`config.mk`:
```
export PLATFORM = sky130hd
export DESIGN_NAME = krtba_seq
export DESIGN_NICKNAME = d
export VERILOG_FILES = /design/src/hdl/krtba_pkg.sv /design/src/hdl/krtba_seq.sv
export SDC_FILE = /design/constraint.sdc
export NUM_CORES = 1
export LEC_CHECK = 0
export BUFFER_PORTS_ARGS = -buffer_cell sky130_fd_sc_hd__buf_4
export CAP_MARGIN = 20
export CORE_MARGIN = 5
export CORE_UTILIZATION = 30
export CTS_CLUSTER_DIAMETER = 200
export CTS_CLUSTER_SIZE = 20
export DETAILED_ROUTE_END_ITERATION = 6
export PLACE_DENSITY = 0.51
export SYNTH_ARGS = -nofsm -noshare
export SYNTH_HDL_FRONTEND = slang
export SYNTH_SLANG_ARGS = --single-unit
```
`constraint.sdc`:
```
create_clock -name clock -period 4 [get_ports clock]
set_input_delay 0.4 -clock clock [delete_from_list [all_inputs] [get_ports clock]]
set_output_delay 0.4 -clock clock [all_outputs]
set_load 0.03 [all_outputs]
```
`src/hdl/krtba_pkg.sv`:
```
// Shared types, constants and microcode for the keyed record table.
`default_nettype none
package krtba_pkg;

   localparam int ENTRIES_DEF       = 64;
   localparam int MEM_ADDR_BITS_DEF = 16;
   localparam int LEN_W             = 17;
   localparam int KEY_W             = 16;
   localparam int CSR_ADDR_W        = 3;

   localparam logic [LEN_W-1:0] MCAP_RESET = 17'h10000;
   localparam logic [6:0]       ICAP_RESET = 7'd64;

   // register select, taken from paddr[2]
   localparam logic REG_MCAP = 1'b0;
   localparam logic REG_ICAP = 1'b1;

   localparam logic [1:0] MODE_KEY  = 2'd0;
   localparam logic [1:0] MODE_SLOT = 2'd1;
   localparam logic [1:0] MODE_READ = 2'd2;

   typedef struct packed {
      logic [1:0]       mode;
      logic [15:0]      key;
      logic [5:0]       slot;
      logic             slot_given;
      logic [LEN_W-1:0] data_len;
      logic [LEN_W-1:0] alloc_len;
   } req_type;

   typedef struct packed {
      logic [5:0]       slot_out;
      logic             ok;
      logic [15:0]      base_offset;
      logic [LEN_W-1:0] reserved_len;
      logic [LEN_W-1:0] used_len;
      logic [15:0]      entry_key;
      logic             fresh;
      logic [6:0]       count_out;
   } rsp_type;

   // datapath operations
   localparam logic [3:0] OP_NONE   = 4'd0;
   localparam logic [3:0] OP_LOAD   = 4'd1;
   localparam logic [3:0] OP_FAIL   = 4'd2;
   localparam logic [3:0] OP_RDSCAN = 4'd3;
   localparam logic [3:0] OP_SCAN   = 4'd4;
   localparam logic [3:0] OP_ALLOC  = 4'd5;
   localparam logic [3:0] OP_HIT    = 4'd6;
   localparam logic [3:0] OP_RDSLOT = 4'd7;
   localparam logic [3:0] OP_WRUSED = 4'd8;
   localparam logic [3:0] OP_RDRES  = 4'd9;
   localparam logic [3:0] OP_EMIT   = 4'd10;

   // branch conditions
   localparam logic [3:0] C_NEVER    = 4'd0;
   localparam logic [3:0] C_ALWAYS   = 4'd1;
   localparam logic [3:0] C_NOREQ    = 4'd2;
   localparam logic [3:0] C_MODE0    = 4'd3;
   localparam logic [3:0] C_MODE1    = 4'd4;
   localparam logic [3:0] C_MODE2    = 4'd5;
   localparam logic [3:0] C_CNTZERO  = 4'd6;
   localparam logic [3:0] C_MATCH    = 4'd7;
   localparam logic [3:0] C_MORE     = 4'd8;
   localparam logic [3:0] C_NOGIVEN  = 4'd9;
   localparam logic [3:0] C_BADSLOT  = 4'd10;
   localparam logic [3:0] C_OUTFREE  = 4'd11;

   // program steps
   localparam logic [3:0] S_IDLE    = 4'd0;
   localparam logic [3:0] S_DISP0   = 4'd1;
   localparam logic [3:0] S_DISP1   = 4'd2;
   localparam logic [3:0] S_DISP2   = 4'd3;
   localparam logic [3:0] S_FAIL    = 4'd4;
   localparam logic [3:0] S_PRIME   = 4'd5;
   localparam logic [3:0] S_LOOP    = 4'd6;
   localparam logic [3:0] S_ALLOC   = 4'd7;
   localparam logic [3:0] S_HIT     = 4'd8;
   localparam logic [3:0] S_GIVEN   = 4'd9;
   localparam logic [3:0] S_RDSLOT1 = 4'd10;
   localparam logic [3:0] S_WRUSED  = 4'd11;
   localparam logic [3:0] S_RDSLOT2 = 4'd12;
   localparam logic [3:0] S_RDRES   = 4'd13;
   localparam logic [3:0] S_EMIT    = 4'd14;

   typedef struct packed {
      logic [3:0] op;
      logic [3:0] jmp_cond;
      logic [3:0] jmp_to;
      logic [3:0] hold_cond;
   } ucode_type;

   typedef struct packed {
      logic noreq;
      logic mode0;
      logic mode1;
      logic mode2;
      logic cnt_zero;
      logic match;
      logic more;
      logic no_given;
      logic bad_slot;
      logic out_free;
   } flags_type;

   typedef struct packed {
      logic [3:0] op;
      logic       idle;
   } ctl_type;

   // control store: jump if jmp_cond, else stay if hold_cond, else next step
   function automatic ucode_type rom_word(input logic [3:0] step);
      ucode_type w;
      w = '{op: OP_NONE, jmp_cond: C_ALWAYS, jmp_to: S_IDLE, hold_cond: C_NEVER};
      case (step)
         S_IDLE:    w = '{op: OP_LOAD,   jmp_cond: C_NOREQ,   jmp_to: S_IDLE,
                          hold_cond: C_NEVER};
         S_DISP0:   w = '{op: OP_NONE,   jmp_cond: C_MODE0,   jmp_to: S_PRIME,
                          hold_cond: C_NEVER};
         S_DISP1:   w = '{op: OP_NONE,   jmp_cond: C_MODE1,   jmp_to: S_GIVEN,
                          hold_cond: C_NEVER};
         S_DISP2:   w = '{op: OP_NONE,   jmp_cond: C_MODE2,   jmp_to: S_RDSLOT2,
                          hold_cond: C_NEVER};
         S_FAIL:    w = '{op: OP_FAIL,   jmp_cond: C_ALWAYS,  jmp_to: S_EMIT,
                          hold_cond: C_NEVER};
         S_PRIME:   w = '{op: OP_RDSCAN, jmp_cond: C_CNTZERO, jmp_to: S_ALLOC,
                          hold_cond: C_NEVER};
         S_LOOP:    w = '{op: OP_SCAN,   jmp_cond: C_MATCH,   jmp_to: S_HIT,
                          hold_cond: C_MORE};
         S_ALLOC:   w = '{op: OP_ALLOC,  jmp_cond: C_ALWAYS,  jmp_to: S_EMIT,
                          hold_cond: C_NEVER};
         S_HIT:     w = '{op: OP_HIT,    jmp_cond: C_ALWAYS,  jmp_to: S_EMIT,
                          hold_cond: C_NEVER};
         S_GIVEN:   w = '{op: OP_NONE,   jmp_cond: C_NOGIVEN, jmp_to: S_ALLOC,
                          hold_cond: C_NEVER};
         S_RDSLOT1: w = '{op: OP_RDSLOT, jmp_cond: C_BADSLOT, jmp_to: S_FAIL,
                          hold_cond: C_NEVER};
         S_WRUSED:  w = '{op: OP_WRUSED, jmp_cond: C_ALWAYS,  jmp_to: S_EMIT,
                          hold_cond: C_NEVER};
         S_RDSLOT2: w = '{op: OP_RDSLOT, jmp_cond: C_BADSLOT, jmp_to: S_FAIL,
                          hold_cond: C_NEVER};
         S_RDRES:   w = '{op: OP_RDRES,  jmp_cond: C_ALWAYS,  jmp_to: S_EMIT,
                          hold_cond: C_NEVER};
         S_EMIT:    w = '{op: OP_EMIT,   jmp_cond: C_OUTFREE, jmp_to: S_IDLE,
                          hold_cond: C_ALWAYS};
         default:   w = '{op: OP_NONE,   jmp_cond: C_ALWAYS,  jmp_to: S_IDLE,
                          hold_cond: C_NEVER};
      endcase
      return w;
   endfunction

endpackage
`default_nettype wire

```
`src/hdl/krtba_seq.sv`:
```
// Microcode sequencer: step counter, control store and conditional jumps.
`default_nettype none
module krtba_seq (
   input  wire logic                  clock,
   input  wire logic                  reset,
   input  wire krtba_pkg::flags_type  flags,
   output krtba_pkg::ctl_type         ctl
);

   logic [3:0]           step_ff;
   logic [3:0]           step_in;
   krtba_pkg::ucode_type word;

   function automatic logic cond_true(input logic [3:0] c,
                                      input krtba_pkg::flags_type f);
      logic r;
      r = 1'b0;
      case (c)
         krtba_pkg::C_NEVER:   r = 1'b0;
         krtba_pkg::C_ALWAYS:  r = 1'b1;
         krtba_pkg::C_NOREQ:   r = f.noreq;
         krtba_pkg::C_MODE0:   r = f.mode0;
         krtba_pkg::C_MODE1:   r = f.mode1;
         krtba_pkg::C_MODE2:   r = f.mode2;
         krtba_pkg::C_CNTZERO: r = f.cnt_zero;
         krtba_pkg::C_MATCH:   r = f.match;
         krtba_pkg::C_MORE:    r = f.more;
         krtba_pkg::C_NOGIVEN: r = f.no_given;
         krtba_pkg::C_BADSLOT: r = f.bad_slot;
         krtba_pkg::C_OUTFREE: r = f.out_free;
         default:              r = 1'b0;
      endcase
      return r;
   endfunction

   always_comb begin
      word = krtba_pkg::rom_word(step_ff);
      if (cond_true(word.jmp_cond, flags)) begin
         step_in = word.jmp_to;
      end else if (cond_true(word.hold_cond, flags)) begin
         step_in = step_ff;
      end else begin
         step_in = step_ff + 4'd1;
      end
   end

   always_ff @(posedge clock) begin
      if (reset) begin
         step_ff <= krtba_pkg::S_IDLE;
      end else begin
         step_ff <= step_in;
      end
   end

   assign ctl.op   = word.op;
   assign ctl.idle = (step_ff == krtba_pkg::S_IDLE);

endmodule
`default_nettype wire

```
Word level (Yosys, flattened, before mapping)

Memory sizes are Yosys's and may differ from the RTL's. A register that Yosys moved wholly into a read port is not among the register bits.
Cells that the tools add are included.

Multiplexer cells: 7
Equality and inequality tests: 23
Add/sub/neg operators: 1
Reduce and logical (&&, ||, !) cells: 1

Operator list:

| operator                                                        | number |
|---|---|
| 4-bit by 3-bit == test with 1-bit output, second input constant | 8 |
| 4-bit == test, second input constant                            | 8 |
| 1-bit case mux with 11 select lines                             | 2 |
| 4-bit by 2-bit == test with 1-bit output, second input constant | 4 |
| 4-bit 2-to-1 mux                                                | 4 |
| 4-bit by 1-bit == test with 1-bit output, second input constant | 2 |
| 4-bit by 1-bit adder with 4-bit output, second input constant   | 1 |
| 4-bit zero test                                                 | 1 |
| 2-bit inequality test, second input constant                    | 1 |
| 1-bit 2-to-1 mux                                                | 1 |

Bits in read-only memories: 224
Memories: 1
Input bits: 12
Output and inout port bits: 5
Flip-flop bits (word level): 4

Memories:

| name             | words | width | read ports | clocked after memory_dff | wr ports | line             | RTL |
|---|---|---|---|---|---|---|---|
| (name not given) | 16    | 14    | 1          | 1                        | 0        | krtba_pkg.sv:115 | `case (step)` |

Logic depth before layout (Yosys ltp)

Gate-level depths: netlist of run 1.

Depth in word-level cells: 7
Depth in mapped cells: 12
Gate-level depth less buffers: 11

Least setup slack after synthesis of run 1

OpenSTA, ideal clock, no wires.

Kind: register to register
Start point: register, netlist name word[8]
End point: register, netlist name word[13]
Arrival time: 2.848 ns
Library setup time: 0.117 ns
Period minus slack after synthesis: 2.965 ns
Slack: 1.035 ns
Cell stages (with the launch flop): 13
Data required time: 3.883 ns
Cell sequence: dfxtp_1 mux4_2 nand3b_2 nand4_4 buf_8 clkbuf_8 a21oi_1 inv_1 ha_1 nor3_1 a21oi_1 a21o_1 a22o_1

Longest elaborated chain between the ends: 5
Elaborated cells on any way between the ends: 16

RTL lines:

| what                                                                       | line            | RTL |
|---|---|---|
| 4-bit == test (tied with other cells)                                      | krtba_seq.sv:18 | `case (c)` |
| 1-bit case mux with 11 select lines (*)                                    | krtba_seq.sv:18 |  |
| 2-bit inequality test (no line) / 4-bit 2-to-1 mux (equally long branches) | -               |  |
| 4-bit 2-to-1 mux (no line) (*) (2 in series)                               | -               |  |

Every way passes the cells marked *; elsewhere a longest branch is shown, timed or not.
A chain may end at the register's enable or synchronous reset.

Final worst setup path of run 1

Start point: register, netlist name word[8]
End point: register, netlist name word[13]

Longest elaborated chain between the ends: 5
Elaborated cells on any way between the ends: 16

RTL lines:

| what                                                                       | line |
|---|---|
| 4-bit == test (tied with other cells)                                      | krtba_seq.sv:18 |
| 1-bit case mux with 11 select lines (*)                                    | krtba_seq.sv:18 |
| 2-bit inequality test (no line) / 4-bit 2-to-1 mux (equally long branches) | - |
| 4-bit 2-to-1 mux (no line) (*) (2 in series)                               | - |

Marks and branches as above.

==> reports/results.ini, run 1 <==
[yosys]
netlist_instances=152
yosys_most_used_dff=dfxtp_1
synthTopCellsByArea=dfxtp_1, ha_1, mux2i_1, a21oi_1, inv_1
syn-num-nets=172
synth_warnings=0
yosys.area_share.adder=0.07098
async_reset_ff_frac=0
synthDistinctLibCells=56
synth_compound_area_frac=0.2511
synth_top_cell_by_area=dfxtp_1
synth_top_area_frac=0.2555
yosysSeqAreaShare=0.2555
synth_xor_area_frac=0.01863
synth_top_family_by_area=compound AO/OA/AOI/OAI gates
synthSimpleGateAreaFrac=0.1775
syn_area_per_cell_um2=9.277
synth_seq_cells=18
synth_area_um2=1410
muxShareOfSynthArea=0.1242
synth_edf_count=0

[timing]
final_max_slew_viol_count=0
finClkSkew_ns=0.005274
hold_viol=0
finalSetupViolCount=0
period_needed_ns=3.316
tns_ns=0
clock.fmax_mhz=301.6
rsz0062_at_grt=false
finalCritPeriodShare=0.8290
tightest_slew_ns=0.5744
relSlewSlack=0.6171

[setup_path]
arrival_ns=3.46
reg2reg_depth=10
crit_end=word[13]
critPathKind=flip-flop to flip-flop
slowest_stage=a21oi_1
critPathMaxStageDelay_ns=0.59
worst-path-buf-inv=1
path_cells=mux4_2, nand3b_2, nand4_4, a21oi_1, inv_1, ha_1, nor3_1, a21oi_1, a21o_1, a22o_1
end_kind=flip-flop
r2r_slack_ns=0.68
crit_required_ns=4.15
cp.depth=10
cp_max_fo=20
crit_start=word[8]
rr_endpoint=word[13]
startpoint_type=flip-flop
path_delay_family=compound AO/OA/AOI/OAI gates
cpMostUsedCell=a21oi_1
reg2reg_from=word[8]

[drt]
firstDrtPassIters=4
via_per_inst=5.664
wl_mm=3.370
wl_per_cell_um=15.75
ant_nets=0
drtIter0Drc=124
vias=1212
drcViolationCount=0

[cts]
cts_setup_buffers=0
cts-htree-levels=1
clk_pin_slew_ns=0.07
cts_tree=done
ctsResizeCount=0
clk_path_buf_depth=2
holdBufCountCts=0
cts_made_buffers=3
clk_latency_ns=0.26
root_buffer=clkbuf_8
cts.sinks=18

[final_layout]
n_antenna_cell=0
num-fill-cells=491
finish.instance_area_um2=1540
final_nets=182
syn_to_final_growth_pct=9.228
drive_above_1_share=0.1938

[place]
port_buffers=16
place_area_um2=1499
post-dp-hpwl_mm=2.542
gp_congestion=0.8560

[die]
die-width_um=78.56
core_um2=4629
die_y_um=78.56
rows=25
io_pins=17
dieArea_um2=6172
initial_core_util=0.3046

[grt]
overflow=0
grt_pass1_wl_mm=5.602
antenna_found_initial=0
first_global_vias=1158
grt_max_degree=21
track_usage=0.1141

[pwr]
internal_power_mw=0.6388
cellPowerDensity_nw_per_um2=786.3
leakagePower_nw=0.6084
p_comb_frac=0.627
ir_worst_vdd_mv=0.1652
clock_power_share=0.104
p_switching_mw=0.5724
switching_share=0.4726
power.share.sequential=0.269

[run_status]
status=complete, no violations

[hold_path]
hold_path_class=input pin to flip-flop

[flow_run]
cap_viol_max_count=0

[flip-flops by register name, indices dropped and copies added, names as in the netlist]
signal and count:
step_ff 4, word 14
[power by group through the flow]
stage	registers [mW]	logic (mW)	clock network, mW
final	0.326	0.759	0.126
after global routing	0.338	0.831	0.138
after CTS	0.325	0.758	0.129
after detailed placement	0.329	0.756	0
after global placement	0.328	0.752	0
after floorplan	0.292	0.684	0
[logic make-up after synthesis]
logic type	count (synthesis)
fa+ha+maj	8
buf+inv	23
simple gates	37
mux	14
compound gates	49
flops	18
xor+xnor	3
[placed cells by master (no fill, tap or decap), types with 3 or more instances in the layout]
cell type and count:
clkbuf_8 3, dfxtp_1 18, nand2_1 6, nand3_1 3, a21oi_1 15, buf_4 16, o211ai_1 3, a21o_1 3
xnor2_1 3, inv_1 12, ha_1 8, o21ai_0 6, nand3b_1 4, nor2_1 4, mux2i_1 9, a31oi_1 3
nor3_1 3
[synthesized netlist by cell type (all sizes together) (2+ instances only)]
cell type	n
a211oi	2
a21o	3
a21oi	15
a22o	2
a31oi	3
and2b	2
and3b	2
buf	7
clkbuf	4
dfxtp	18
ha	8
inv	12
mux2	2
mux2i	11
nand2	6
nand3	3
nand3b	5
nand4	2
nor2	4
nor3	3
nor3b	2
o211ai	3
o21ai	6
or4	2
xnor2	3
[stage by stage]
step	hold slack, ns	std cells	total power, mW	setup slack, ns	utilization
finish	0.4591	214	1.211	0.6842	0.3327
floorplan	0.5076	152	0.9764	1.035	-
detailed placement	0.5817	211	1.085	0.6918	0.3238
global placement	0.5851	211	1.080	0.7926	0.3238
CTS	0.4507	214	1.212	0.6745	0.3327
global route	0.4562	214	1.307	0.4467	0.3327
[area by class of cell]
| class | count | area [µm²] | area share |
|---|---|---|---|
| Multi-Input combinational cell | 111 | 905.9 | 0.5881 |
| Sequential cell | 18 | 360.3 | 0.2340 |
| Timing Repair Buffer | 16 | 120.1 | 0.07799 |
| Tap cell | 54 | 67.56 | 0.04387 |
| Inverter | 12 | 45.04 | 0.02924 |
| Clock buffer | 3 | 41.29 | 0.02681 |
[routing by layer]
| layer | global-route usage | up-vias | part of all wire |
|---|---|---|---|
| met1 | 0.1443 | 591 | 0.43 |
| met5 | 0 | - | 0 |
| met2 | 0.1817 | 39 | 0.49 |
| li1 | - | 576 | - |
| met4 | 0.05594 | 0 | 0.021 |
| met3 | 0.02523 | 6 | 0.061 |
[worst min-delay path by stage]
stage,from,slack (ns),depth (start not counted),end
3_3_place_gp,word[4],0.59,2,step_ff[0]
3_5_place_dp,word[4],0.58,2,step_ff[0]
5_1_grt,reset,0.46,2,step_ff[0]
6_report,reset,0.46,2,step_ff[0]
2_1_floorplan,word[4],0.51,2,step_ff[0]
4_1_cts,reset,0.45,2,step_ff[0]
Note: power is estimated with default switching activity, not from simulation.
==> inputs of run 2 (changes only) <==
PLACE_DENSITY = 0.52   (was 0.51)
clock period = 2.9 ns   (was 4 ns; I/O delays follow)
==> reports/results.ini, run 2 (same netlist as run 1, synthesis figures left out) <==
[die]
core_um2=4629
die_y_um=78.56
initial_core_util=0.3046
io_pins=17
rows=25
dieArea_um2=6172
die-width_um=78.56

[grt]
grt_pass1_wl_mm=5.823
antenna_found_initial=0
overflow=0
track_usage=0.1165
grt_max_degree=18
first_global_vias=1209

[setup_path]
startpoint_type=flip-flop
critPathKind=flip-flop to flip-flop
crit_required_ns=3.05
r2r_slack_ns=0.15
path_cells=mux4_2, nand3b_2, nand4_4, buf_4, a21oi_2, inv_1, ha_1, nor3_2, a21oi_1, a21o_1, a22o_1
arrival_ns=2.90
end_kind=flip-flop
cp_max_fo=8
slowest_stage=mux4_2
critPathMaxStageDelay_ns=0.53

[cts]
cts-htree-levels=1
cts.sinks=18
clk_path_buf_depth=2
clk_pin_slew_ns=0.07
cts_tree=done
clk_latency_ns=0.25
ctsResizeCount=0
root_buffer=clkbuf_8
cts_setup_buffers=0
holdBufCountCts=0
cts_made_buffers=3

[place]
post-dp-hpwl_mm=2.719
gp_congestion=0.9001
port_buffers=16

[final_layout]
multi_input_comb_area_um2=919.6
syn_to_final_growth_pct=12.95
ff_latch_area_um2=361.6
final_nets=187
num-fill-cells=479
largest_reg_flops=14
final_cell_mix=buf_4, dfxtp_1, a21oi_1
drive_above_1_share=0.2424
final_common_cell=buf_4
n_antenna_cell=0

[drt]
drcViolationCount=0
vias=1215
wl_mm=3.439
ant_nets=0
firstDrtPassIters=4
via_per_inst=5.548
wl_per_cell_um=15.70
drtIter0Drc=192

[timing]
period_needed_ns=2.745
tns_ns=0
fin_hold_ws_ns=0.3751
final_max_slew_viol_count=0
finalCritPeriodShare=0.9467
tightest_slew_ns=0.5649
finalSetupViolCount=0
clock.fmax_mhz=364.2
finClkSkew_ns=0.01090
relSlewSlack=0.6234
hold_viol=0

[flow_run]
cap_viol_max_count=0

[pwr]
leakagePower_nw=0.6344
cellPowerDensity_nw_per_um2=1111
ir_worst_vdd_mv=0.3775
power.total_mw=1.769

[hold_path]
hold_path_class=input pin to flip-flop

[run_status]
status=complete, no violations

run 2: power by group:
part | internal (mW) | switching (mW) | total, mW | leakage (nW)
combinational | 0.507 | 0.643 | 1.15 | 0.464
sequential | 0.344 | 0.104 | 0.448 | 0.149
clock | 0.0922 | 0.0793 | 0.172 | 0.0216
run 2: area by class of cell:
cell class	instances	area share
Tap cell	54	0.04242
Inverter	12	0.02828
Multi-Input combinational cell	111	0.5774
Timing Repair Buffer	21	0.09898
Clock buffer	3	0.02592
Sequential cell	18	0.2270
run 2: metrics by stage:
stage | std cells | setup WS, ns | utilization | instance area, µm²
after global placement | 216 | 0.1609 | 0.3327 | 1540
final | 219 | 0.1545 | 0.3441 | 1593
after detailed placement | 216 | 0.04362 | 0.3327 | 1540
after global routing | 219 | -0.0009293 | 0.3441 | 1593
after CTS | 219 | 0.01628 | 0.3416 | 1582
after floorplan | 152 | 0.07068 | - | 1414
run 2: metal layers:
layer	global-route usage	vias to the layer above	share of wire
met4	0.04196	0	0.014
met2	0.2148	52	0.51
met1	0.1340	567	0.42
li1	-	590	-
met3	0.01835	6	0.053
met5	0	-	0
run 2: path summary, 6_finish.rpt:
path | from | to | cells after the start
min reg2reg | word[4] | step_ff[0] | 2
max reg2reg | word[8] | word[13] | 11
max | word[8] | word[13] | 11
min | reset | step_ff[0] | 2
run 2: critical path, delay by kind of cell (launching register included):
family          cells  cell delay (ns)
fa+ha+maj           1             0.25
simple gates        3             0.41
compound gates      4             0.76
flops               1             0.38
buf+inv             2             0.31
mux                 1             0.53
